[src/brf_pkg.sv]
// shared types, constants and operation codes of the byte ring fifo
`default_nettype none
package brf_pkg;

   localparam int DEPTH_DEF = 256;
   localparam int LANES_DEF = 8;

   localparam int KIND_W = 3;
   localparam int LEN_W  = 4;
   localparam int DATA_W = 64;
   localparam int CAP_W  = 9;
   localparam int OVF_W  = 32;
   localparam int ADDR_W = 3;
   localparam int BUS_W  = 32;

   localparam logic [CAP_W-1:0] CAP_RESET = 9'd256;

   localparam logic [KIND_W-1:0] KIND_WRITE  = 3'd0;
   localparam logic [KIND_W-1:0] KIND_READ   = 3'd1;
   localparam logic [KIND_W-1:0] KIND_PEEK   = 3'd2;
   localparam logic [KIND_W-1:0] KIND_SKIP   = 3'd3;
   localparam logic [KIND_W-1:0] KIND_CLEAR  = 3'd4;
   localparam logic [KIND_W-1:0] KIND_RSTOVF = 3'd5;
   localparam logic [KIND_W-1:0] KIND_STATUS = 3'd6;

   localparam logic [0:0] REG_CAPACITY = 1'b0;

   typedef struct packed {
      logic [KIND_W-1:0] kind;
      logic [LEN_W-1:0]  length;
      logic [DATA_W-1:0] in_data;
   } req_type;

   typedef struct packed {
      logic [LEN_W-1:0]  moved;
      logic [DATA_W-1:0] out_data;
      logic [CAP_W-1:0]  level;
      logic [CAP_W-1:0]  space_left;
      logic [OVF_W-1:0]  overflow_total;
      logic              is_empty;
      logic              is_full;
   } rsp_type;

   typedef struct packed {
      logic             we;
      logic             re;
      logic [LEN_W-1:0] count;
      logic [LEN_W-1:0] offset;
   } lane_ctrl_type;

   typedef struct packed {
      logic       valid;
      logic [2:0] pos;
      logic [7:0] data;
   } lane_rd_type;

endpackage
`default_nettype wire

[src/brf_lane.sv]
// one storage bank: per-bank address, byte select and registered read
`default_nettype none
module brf_lane #(
   parameter int BANK = 0,
   parameter int NB   = 8,
   parameter int ROWS = 32,
   parameter int PW   = 8
) (
   input  wire logic                 clock,
   input  wire logic                 reset,
   input  wire brf_pkg::lane_ctrl_type ctrl,
   input  wire logic [PW-1:0]        base,
   input  wire logic [63:0]          wdata,
   output brf_pkg::lane_rd_type      rd
);
   import brf_pkg::*;

   localparam int LB  = $clog2(NB);
   localparam int RWW = (ROWS > 1) ? $clog2(ROWS) : 1;
   localparam int SW  = PW + 5;

   logic [7:0]       mem [ROWS];
   logic [SW-1:0]    kdiff;
   logic [SW-1:0]    sum;
   logic [LEN_W-1:0] k;
   logic [LEN_W-1:0] pos;
   logic [RWW-1:0]   row;
   logic             en;
   logic [7:0]       wbyte;

   logic             valid_ff, valid_in;
   logic [2:0]       pos_ff;
   logic [7:0]       data_ff;

   always_comb begin
      kdiff = SW'(BANK) - SW'(base);
      k     = LEN_W'(kdiff & SW'(NB - 1));
      sum   = SW'(base) + SW'(k);
      row   = RWW'(sum >> LB);
      en    = (k < ctrl.count);
      pos   = ctrl.offset + k;
      wbyte = wdata[{pos[2:0], 3'b000} +: 8];
      valid_in = ctrl.re && en;
   end

   always_ff @(posedge clock) begin
      if (ctrl.we && en) begin
         mem[row] <= wbyte;
      end
      if (valid_in) begin
         data_ff <= mem[row];
      end
      pos_ff <= pos[2:0];
   end

   always_ff @(posedge clock) begin
      if (reset) begin
         valid_ff <= 1'b0;
      end else begin
         valid_ff <= valid_in;
      end
   end

   assign rd.valid = valid_ff;
   assign rd.pos   = pos_ff;
   assign rd.data  = data_ff;

endmodule
`default_nettype wire

[src/brf_merge.sv]
// merge stage: places the bank read bytes into item order and accumulates segments
`default_nettype none
module brf_merge #(
   parameter int NB = 8
) (
   input  wire logic                        clock,
   input  wire logic                        clear,
   input  wire brf_pkg::lane_rd_type [NB-1:0] rd,
   output logic [63:0]                      merged
);
   import brf_pkg::*;

   logic [63:0] acc_ff, acc_in;

   always_comb begin
      merged = acc_ff;
      for (int b = 0; b < NB; b++) begin
         if (rd[b].valid) begin
            merged[{rd[b].pos, 3'b000} +: 8] = rd[b].data;
         end
      end
      acc_in = clear ? '0 : merged;
   end

   always_ff @(posedge clock) begin
      acc_ff <= acc_in;
   end

endmodule
`default_nettype wire

[src/byte_ring_fifo_burst_top.sv]
// byte ring fifo top: command sequencer, pointers, config register and banks
// sequence: an item goes through plan, the first segment, a second segment when the burst wraps,
// drain and the result register; no new item is taken while busy, and a wrapping burst
// needs a second bank access
// status, clear and items that move no bytes go from plan straight to drain
// reset: pointers, level and overflow count clear, capacity goes to 256; storage is kept
`default_nettype none
module byte_ring_fifo_burst_top #(
   parameter int DEPTH = brf_pkg::DEPTH_DEF,
   parameter int LANES = brf_pkg::LANES_DEF
) (
   input  wire logic             clock,
   input  wire logic             reset,
   input  wire logic             start,
   output logic                  busy,
   input  wire brf_pkg::req_type req_item,
   output logic                  rsp_strobe,
   output brf_pkg::rsp_type      rsp_item,
   input  wire logic             psel,
   input  wire logic             penable,
   input  wire logic             pwrite,
   input  wire logic [brf_pkg::ADDR_W-1:0] paddr,
   input  wire logic [brf_pkg::BUS_W-1:0]  pwdata,
   output logic [brf_pkg::BUS_W-1:0]       prdata,
   output logic                  pready
);
   import brf_pkg::*;

   localparam int MAXCAP = (DEPTH < 511) ? DEPTH : 511;
   localparam int PW     = $clog2(MAXCAP);
   localparam int NB     = (LANES <= 1) ? 1 : (LANES <= 2) ? 2 : (LANES <= 4) ? 4 : 8;
   localparam int ROWS   = (DEPTH + NB - 1) / NB;

   typedef enum logic [2:0] {
      ST_IDLE, ST_PLAN, ST_SEG1, ST_SEG2, ST_DRAIN
   } state_type;

   state_type         state_ff, state_in;
   logic [KIND_W-1:0] kind_ff, kind_in;
   logic [LEN_W-1:0]  len_ff, len_in;
   logic [DATA_W-1:0] data_ff, data_in;
   logic [PW-1:0]     base_ff, base_in;
   logic [LEN_W-1:0]  n_ff, n_in;
   logic [LEN_W-1:0]  s1_ff, s1_in;
   logic [LEN_W-1:0]  s2_ff, s2_in;
   logic [PW-1:0]     wp_ff, wp_in;
   logic [PW-1:0]     rp_ff, rp_in;
   logic [CAP_W-1:0]  held_ff, held_in;
   logic [OVF_W-1:0]  ovf_ff, ovf_in;
   logic [CAP_W-1:0]  capreg_ff, capreg_in;
   rsp_type           rsp_ff, rsp_in;
   logic              strobe_ff, strobe_in;

   logic [CAP_W-1:0]  cap;
   logic [CAP_W-1:0]  room;
   logic [CAP_W-1:0]  avail;
   logic [CAP_W-1:0]  len9;
   logic [CAP_W-1:0]  n9;
   logic [CAP_W-1:0]  base9;
   logic [CAP_W-1:0]  tail;
   logic [CAP_W-1:0]  s19;
   logic [CAP_W:0]    nx;
   logic [CAP_W:0]    nxt;
   logic              is_write, is_rd, is_data, rd_out;
   logic              cfg_wr;

   lane_ctrl_type          ctrl;
   logic [PW-1:0]          lane_base;
   lane_rd_type [NB-1:0]   lane_rd;
   logic [63:0]            merged;

   assign cfg_wr = psel && penable && pwrite && (paddr[2] == REG_CAPACITY);
   assign pready = 1'b1;
   assign prdata = (paddr[2] == REG_CAPACITY) ? BUS_W'(capreg_ff) : '0;

   always_comb begin
      cap = (capreg_ff == '0) ? CAP_W'(1) :
            ((capreg_ff > CAP_W'(MAXCAP)) ? CAP_W'(MAXCAP) : capreg_ff);
      is_write = (kind_ff == KIND_WRITE);
      is_rd    = (kind_ff == KIND_READ) || (kind_ff == KIND_PEEK) || (kind_ff == KIND_SKIP);
      is_data  = is_write || is_rd;
      rd_out   = (kind_ff == KIND_READ) || (kind_ff == KIND_PEEK);
      room     = cap - held_ff;
      avail    = is_write ? room : held_ff;
      len9     = CAP_W'(len_ff);
      n9       = !is_data ? '0 : ((len9 > avail) ? avail : len9);
      base9    = is_write ? CAP_W'(wp_ff) : CAP_W'(rp_ff);
      tail     = cap - base9;
      s19      = (n9 > tail) ? tail : n9;
      nx       = {1'b0, base9} + {1'b0, n9};
      nxt      = (nx >= {1'b0, cap}) ? (nx - {1'b0, cap}) : nx;
   end

   always_comb begin
      state_in  = state_ff;
      kind_in   = kind_ff;
      len_in    = len_ff;
      data_in   = data_ff;
      base_in   = base_ff;
      n_in      = n_ff;
      s1_in     = s1_ff;
      s2_in     = s2_ff;
      wp_in     = wp_ff;
      rp_in     = rp_ff;
      held_in   = held_ff;
      ovf_in    = ovf_ff;
      capreg_in = capreg_ff;
      rsp_in    = rsp_ff;
      strobe_in = 1'b0;
      ctrl      = '0;
      lane_base = base_ff;

      case (state_ff)
         ST_IDLE: begin
            if (start) begin
               kind_in  = req_item.kind;
               len_in   = (req_item.length > LEN_W'(LANES)) ? LEN_W'(LANES) : req_item.length;
               data_in  = req_item.in_data;
               state_in = ST_PLAN;
            end
         end
         ST_PLAN: begin
            base_in = PW'(base9);
            n_in    = LEN_W'(n9);
            s1_in   = LEN_W'(s19);
            s2_in   = LEN_W'(n9 - s19);
            case (kind_ff)
               KIND_WRITE: begin
                  if (len_ff != '0 && len9 > room) begin
                     ovf_in = ovf_ff + 1'b1;
                  end
                  wp_in   = PW'(nxt);
                  held_in = held_ff + n9;
               end
               KIND_READ, KIND_SKIP: begin
                  rp_in   = PW'(nxt);
                  held_in = held_ff - n9;
               end
               KIND_CLEAR: begin
                  wp_in   = '0;
                  rp_in   = '0;
                  held_in = '0;
               end
               KIND_RSTOVF: begin
                  ovf_in = '0;
               end
               default: begin
               end
            endcase
            state_in = (n9 != '0) ? ST_SEG1 : ST_DRAIN;
         end
         ST_SEG1: begin
            ctrl.we     = is_write;
            ctrl.re     = rd_out;
            ctrl.count  = s1_ff;
            ctrl.offset = '0;
            lane_base   = base_ff;
            state_in    = (s2_ff != '0) ? ST_SEG2 : ST_DRAIN;
         end
         ST_SEG2: begin
            ctrl.we     = is_write;
            ctrl.re     = rd_out;
            ctrl.count  = s2_ff;
            ctrl.offset = s1_ff;
            lane_base   = '0;
            state_in    = ST_DRAIN;
         end
         ST_DRAIN: begin
            rsp_in.moved          = n_ff;
            rsp_in.out_data       = merged;
            rsp_in.level          = held_ff;
            rsp_in.space_left     = cap - held_ff;
            rsp_in.overflow_total = ovf_ff;
            rsp_in.is_empty       = (held_ff == '0);
            rsp_in.is_full        = (held_ff >= cap);
            strobe_in             = 1'b1;
            state_in              = ST_IDLE;
         end
         default: begin
            state_in = ST_IDLE;
         end
      endcase

      if (cfg_wr) begin
         capreg_in = pwdata[CAP_W-1:0];
         wp_in     = '0;
         rp_in     = '0;
         held_in   = '0;
         ovf_in    = '0;
      end
   end

   always_ff @(posedge clock) begin
      if (reset) begin
         state_ff  <= ST_IDLE;
         wp_ff     <= '0;
         rp_ff     <= '0;
         held_ff   <= '0;
         ovf_ff    <= '0;
         capreg_ff <= CAP_RESET;
         strobe_ff <= 1'b0;
      end else begin
         state_ff  <= state_in;
         wp_ff     <= wp_in;
         rp_ff     <= rp_in;
         held_ff   <= held_in;
         ovf_ff    <= ovf_in;
         capreg_ff <= capreg_in;
         strobe_ff <= strobe_in;
      end
      kind_ff <= kind_in;
      len_ff  <= len_in;
      data_ff <= data_in;
      base_ff <= base_in;
      n_ff    <= n_in;
      s1_ff   <= s1_in;
      s2_ff   <= s2_in;
      rsp_ff  <= rsp_in;
   end

   for (genvar b = 0; b < NB; b++) begin : g_lane
      brf_lane #(
         .BANK (b),
         .NB   (NB),
         .ROWS (ROWS),
         .PW   (PW)
      ) u_lane (
         .clock (clock),
         .reset (reset),
         .ctrl  (ctrl),
         .base  (lane_base),
         .wdata (data_ff),
         .rd    (lane_rd[b])
      );
   end

   brf_merge #(
      .NB (NB)
   ) u_merge (
      .clock  (clock),
      .clear  (state_ff == ST_IDLE),
      .rd     (lane_rd),
      .merged (merged)
   );

   assign busy       = (state_ff != ST_IDLE);
   assign rsp_strobe = strobe_ff;
   assign rsp_item   = rsp_ff;

   a_strobe_idle: assert property (@(posedge clock) disable iff (reset)
      rsp_strobe |-> !busy)
      else $error("result strobe while an item is in progress");

   a_level_cap: assert property (@(posedge clock) disable iff (reset)
      held_ff <= cap)
      else $error("level above capacity");

   a_ptr_cap: assert property (@(posedge clock) disable iff (reset)
      (CAP_W'(wp_ff) < cap) && (CAP_W'(rp_ff) < cap))
      else $error("pointer beyond wrap point");

   a_accept_plan: assert property (@(posedge clock) disable iff (reset)
      (start && !busy) |=> (state_ff == ST_PLAN))
      else $error("accepted item did not enter planning");

   a_seg2_count: assert property (@(posedge clock) disable iff (reset)
      (state_ff == ST_SEG2) |-> ((s2_ff != '0) && (s1_ff + s2_ff == n_ff)))
      else $error("wrap segment without bytes");

endmodule
`default_nettype wire

[config.mk]
export PLATFORM = sky130hd
export DESIGN_NAME = byte_ring_fifo_burst_top
export DESIGN_NICKNAME = d
export VERILOG_FILES = /design/src/brf_pkg.sv /design/src/brf_lane.sv /design/src/brf_merge.sv /design/src/byte_ring_fifo_burst_top.sv
export SDC_FILE = /design/constraint.sdc
export NUM_CORES = 2
export LEC_CHECK = 0
export BUFFER_PORTS_ARGS = -buffer_cell sky130_fd_sc_hd__buf_2
export CORE_MARGIN = 4
export CORE_UTILIZATION = 35
export DETAILED_ROUTE_END_ITERATION = 8
export PLACE_DENSITY = 0.56
export SYNTH_ARGS = -nofsm -noshare
export SYNTH_HDL_FRONTEND = slang
export SYNTH_SLANG_ARGS = --single-unit
[constraint.sdc]
create_clock -name clock -period 11.4 [get_ports clock]
set_input_delay 0.57 -clock clock [delete_from_list [all_inputs] [get_ports clock]]
set_output_delay 0.57 -clock clock [all_outputs]
set_load 0.02 [all_outputs]
==> key figures <==
Outcome
  – Run status: finished, final reports clean

STA
  – Post-layout min period: 9.03 ns
  – Final clock skew: 0.0507 ns
  – Max Fclk: approximately 110 MHz
  – Actual transition at the worst max-transition pin: about 1.4 ns
  – Unrepaired setup endpoints after global routing: no
  – Fin. max-slew vios: 0
  – PnR worst setup slack: between 2 and 2.5 ns
  – Final setup violation count: 0
  – Setup TNS: 0 ns
  – Relative max-transition margin: 0.0653
  – Number of hold-slack violations in the final timing report: 0
  – Final worst path period share: 0.792

Clock network
  – Setup repair bufs after CTS: 0
  – CTS clock-pin slew for the worst setup and hold paths: around 0.06 ns
  – Clock tree from TritonCTS: done
  – Clock sink count: 2479
  – Number of buffers on the longest clock path: 4
  – H-tree levels: 5
  – Number of buffers inserted for hold repair after clock tree synthesis: 80
  – TritonCTS buffer count: between 200 and 300
  – PostCTS Resize Cnt: 0
  – Worst-skew pair later-pin latency: between 0.8 and 0.9 ns
  – Clk root buf: sky130_fd_sc_hd__clkbuf_16

Die
  – I/O pins: roughly 270
  – Initial core utilization: 0.351
  – Die width: roughly 560 um
  – Core Region: ~0.3 sq mm
  – Number of rows in the core area: roughly 200
  – Die outline area: approximately 0.31 sq mm
  – Die height: between 500 and 600 um

Worst setup path
  – Critical path startpoint category: register
  – Capture point of the critical path: rp_ff[7]
  – Library cell contributing the largest single delay on the critical path: sky130_fd_sc_hd__a21oi_1
  – Critical R2R Launch: capreg_ff[8]
  – Logic depth of the worst register-to-register path: 36
  – Dominant cell type by count on the critical path: sky130_fd_sc_hd__a21oi_1
  – Kind of cell adding the most delay to the critical path: compound AO/OA/AOI/OAI gates
  – Data required, critical path: ~12 ns
  – Largest driver fanout on the critical path: 14
  – Reg2Reg Capture Point: rp_ff[7]
  – Element type at the critical path end: register
  – Max incr delay on CP: 0.90 ns
  – Category of the most critical setup path: reg2reg
  – Timing startpoint of the critical path: capreg_ff[8]
  – Critical path buffer and inverter count: 4
  – Total number of cells along the worst setup path: 36
  – Reg2Reg Setup Slack: 2.37 ns
  – Arrival time reported for the critical path endpoint: around 9.8 ns

Final layout
  – Number of nets at the end of the flow: between 7k and 8k
  – Layout overhead on the synthesized area: 14.5%
  – Fill cell count: 27.4k
  – Highest-count cells in the layout ignoring fill and taps: sky130_fd_sc_hd__edfxtp_1, sky130_fd_sc_hd__nor2_1, sky130_fd_sc_hd__nand2_1
  – Layout cells sized above 1: 0.173
  – Leading cell type in the layout, fill and taps excluded: sky130_fd_sc_hd__edfxtp_1

Route
  – Met2 wire length: 145 mm
  – Iteration-0 DRC Markers: between 7k and 8k
  – Post-detailed-route via-to-cell ratio: roughly 5.6
  – Average routed wire per standard cell: about 28 um
  – Count of unresolved DRC violations after routing: 0
  – Total via count after detailed routing: 64.0k
  – DR top layer: met5
  – Detailed route wirelength on metal3: 27.1 mm
  – Metal-1 WL: 133 mm
  – Antenna-violating nets left: 0
  – First-pass iteration count of the detailed router: 9
  – Routed Wire Length: 318 mm

Job
  – Max Cap Viol: 0

Global route
  – Number of global-route vias before repair: around 62k
  – GRT Util Overall: 0.199
  – Wire length of the first global-routing pass: about 450 mm
  – Pin count of the biggest net entering global routing: 71
  – Initial antenna violation count: 11
  – Total grt overflow: 0

Synth
  – Library cell with the largest summed area after synthesis: sky130_fd_sc_hd__edfxtp_1
  – Most common flop cell mapped by yosys: sky130_fd_sc_hd__edfxtp_1
  – Mean instance size in the synthesized netlist: around 15 sq um
  – Top cell type's share of synthesized area: 0.657
  – Number of enable flip-flop cells after synthesis: between 2k and 2.5k
  – Syn Std Cell Area: about 0.11 sq mm
  – Ranking of synthesized cells by area: sky130_fd_sc_hd__edfxtp_1, sky130_fd_sc_hd__mux4_2, sky130_fd_sc_hd__mux2i_1, sky130_fd_sc_hd__dfxtp_1, sky130_fd_sc_hd__nor2_1
  – Number of distinct standard cells referenced by the synthesized netlist: 96
  – Fraction of registers with async set or reset after synthesis: 0
  – Share of the yosys chip area belonging to registers: 0.686
  – Warnings, synthesis: 0
  – Cells after Synth: 6967
  – Synthesized flop and latch total: ~2.5k

Min path
  – Class of the worst hold path: in2reg
  – Number of cells traversed by the worst hold path: 3

Pwr
  – Worst IR Drop VDD: 0.187 mV
  – Power density relative to cell area: between 200 and 250 mW/mm^2
  – Standby leakage power: 40.7 nW
  – Power consumption: around 0.030 W

Placed design
  – Detailed-placement wirelength estimate: about 210 mm
  – Worst setup slack before clock tree synthesis: about 2.5 ns
  – Count of port buffers added during placement: ~220
  – Final Wtd Congestion: approximately 0.94
-- cells in the mapped netlist, drive strengths merged (26+ instances only) --
master / number
inv: 111
nor2: 684
dfxtp: 156
xor2: 34
nand4: 43
a31oi: 51
buf: 118
mux2i: 313
a21oi: 397
o21ai: 207
mux4: 446
a21o: 28
ha: 113
nand3: 146
clkbuf: 289
nand2b: 28
and2: 104
mux2: 26
xnor2: 78
a22oi: 118
nor3: 66
or3: 29
nand2: 576
a211oi: 146
nor2b: 38
edfxtp: 2323
-- worst min-delay path: stages --
cell	delay, ns
sky130_fd_sc_hd__buf_2	0.09
sky130_fd_sc_hd__o21ai_0	0.14
sky130_fd_sc_hd__nor2_1	0.12
-- state kept, by name, summed over array words and instances, names as in the netlist --
name	count
rp_ff	8
capreg_ff	9
state_ff	3
ovf_ff	32
s1_ff	4
rsp_item	120
g_lane.u_lane.valid_ff	8
g_lane.u_lane.mem	2048
data_ff	64
len_ff	4
base_ff	8
g_lane.u_lane.data_ff	64
u_merge.acc_ff	64
wp_ff	8
n_ff	4
held_ff	9
kind_ff	3
s2_ff	4
rsp_strobe	1
g_lane.u_lane.pos_ff	14
-- how the worst min path moves through the flow --
stage / endpoint / slack, ns / startpoint
6_report: state_ff[1] / 0.09 / start
3_3_place_gp: rsp_item[33] / 0.44 / ovf_ff[31]
3_5_place_dp: rsp_item[33] / 0.45 / ovf_ff[31]
4_1_cts: state_ff[1] / 0.02 / start
5_1_grt: state_ff[1] / 0.10 / start
2_1_floorplan: rsp_item[116] / 0.40 / n_ff[0]
-- metrics by stage --
step	area (sq um)	std cells	utilization	hold slack [ns]
floorplan	106000	7001	-	0.400
global placement	112000	10900	0.371	0.436
detailed placement	112000	10900	0.371	0.447
CTS	122000	11500	0.402	0.0222
global route	122000	11500	0.402	0.102
finish	122000	11500	0.402	0.0876
-- metal layers --
layer	vias up	GRT usage
li1	27700	-
met1	32900	0.278
met2	2836	0.307
met3	551	0.0404
met4	6	0.0729
met5	-	0
-- cell type report --
cell class	count	area, sq um	share of cell area
Multi-Input combinational cell	3999	31700	0.260
Timing Repair Buffer	436	2930	0.0241
Inverter	116	438	0.00360
Clock buffer	347	7290	0.0599
Antenna cell	11	27.5	0.000226
Clock inverter	138	1430	0.0118
Sequential cell	2479	72900	0.599
Tap cell	3978	4980	0.0409
-- logic make-up (layout without fill, tap and decap cells) --
logic type / count (synthesis) / count (layout) / synth area share
simple gates: 1833 / 1833 / 0.0774
flops: 2479 / 2479 / 0.686
other cells: 2 / 47 / 0.0000707
fa+ha+maj: 122 / 122 / 0.0147
mux: 785 / 785 / 0.127
compound gates: 1111 / 1111 / 0.0658
xor+xnor: 112 / 112 / 0.00924
buf+inv: 523 / 1037 / 0.0198
-- where the power goes --
group	internal, W	switching (W)
combinational	0.00278	0.00642
clock	0.00502	0.00363
sequential	0.0120	0.000180
total	0.0197	0.0102
Note: power is estimated with default switching activity, not from simulation.
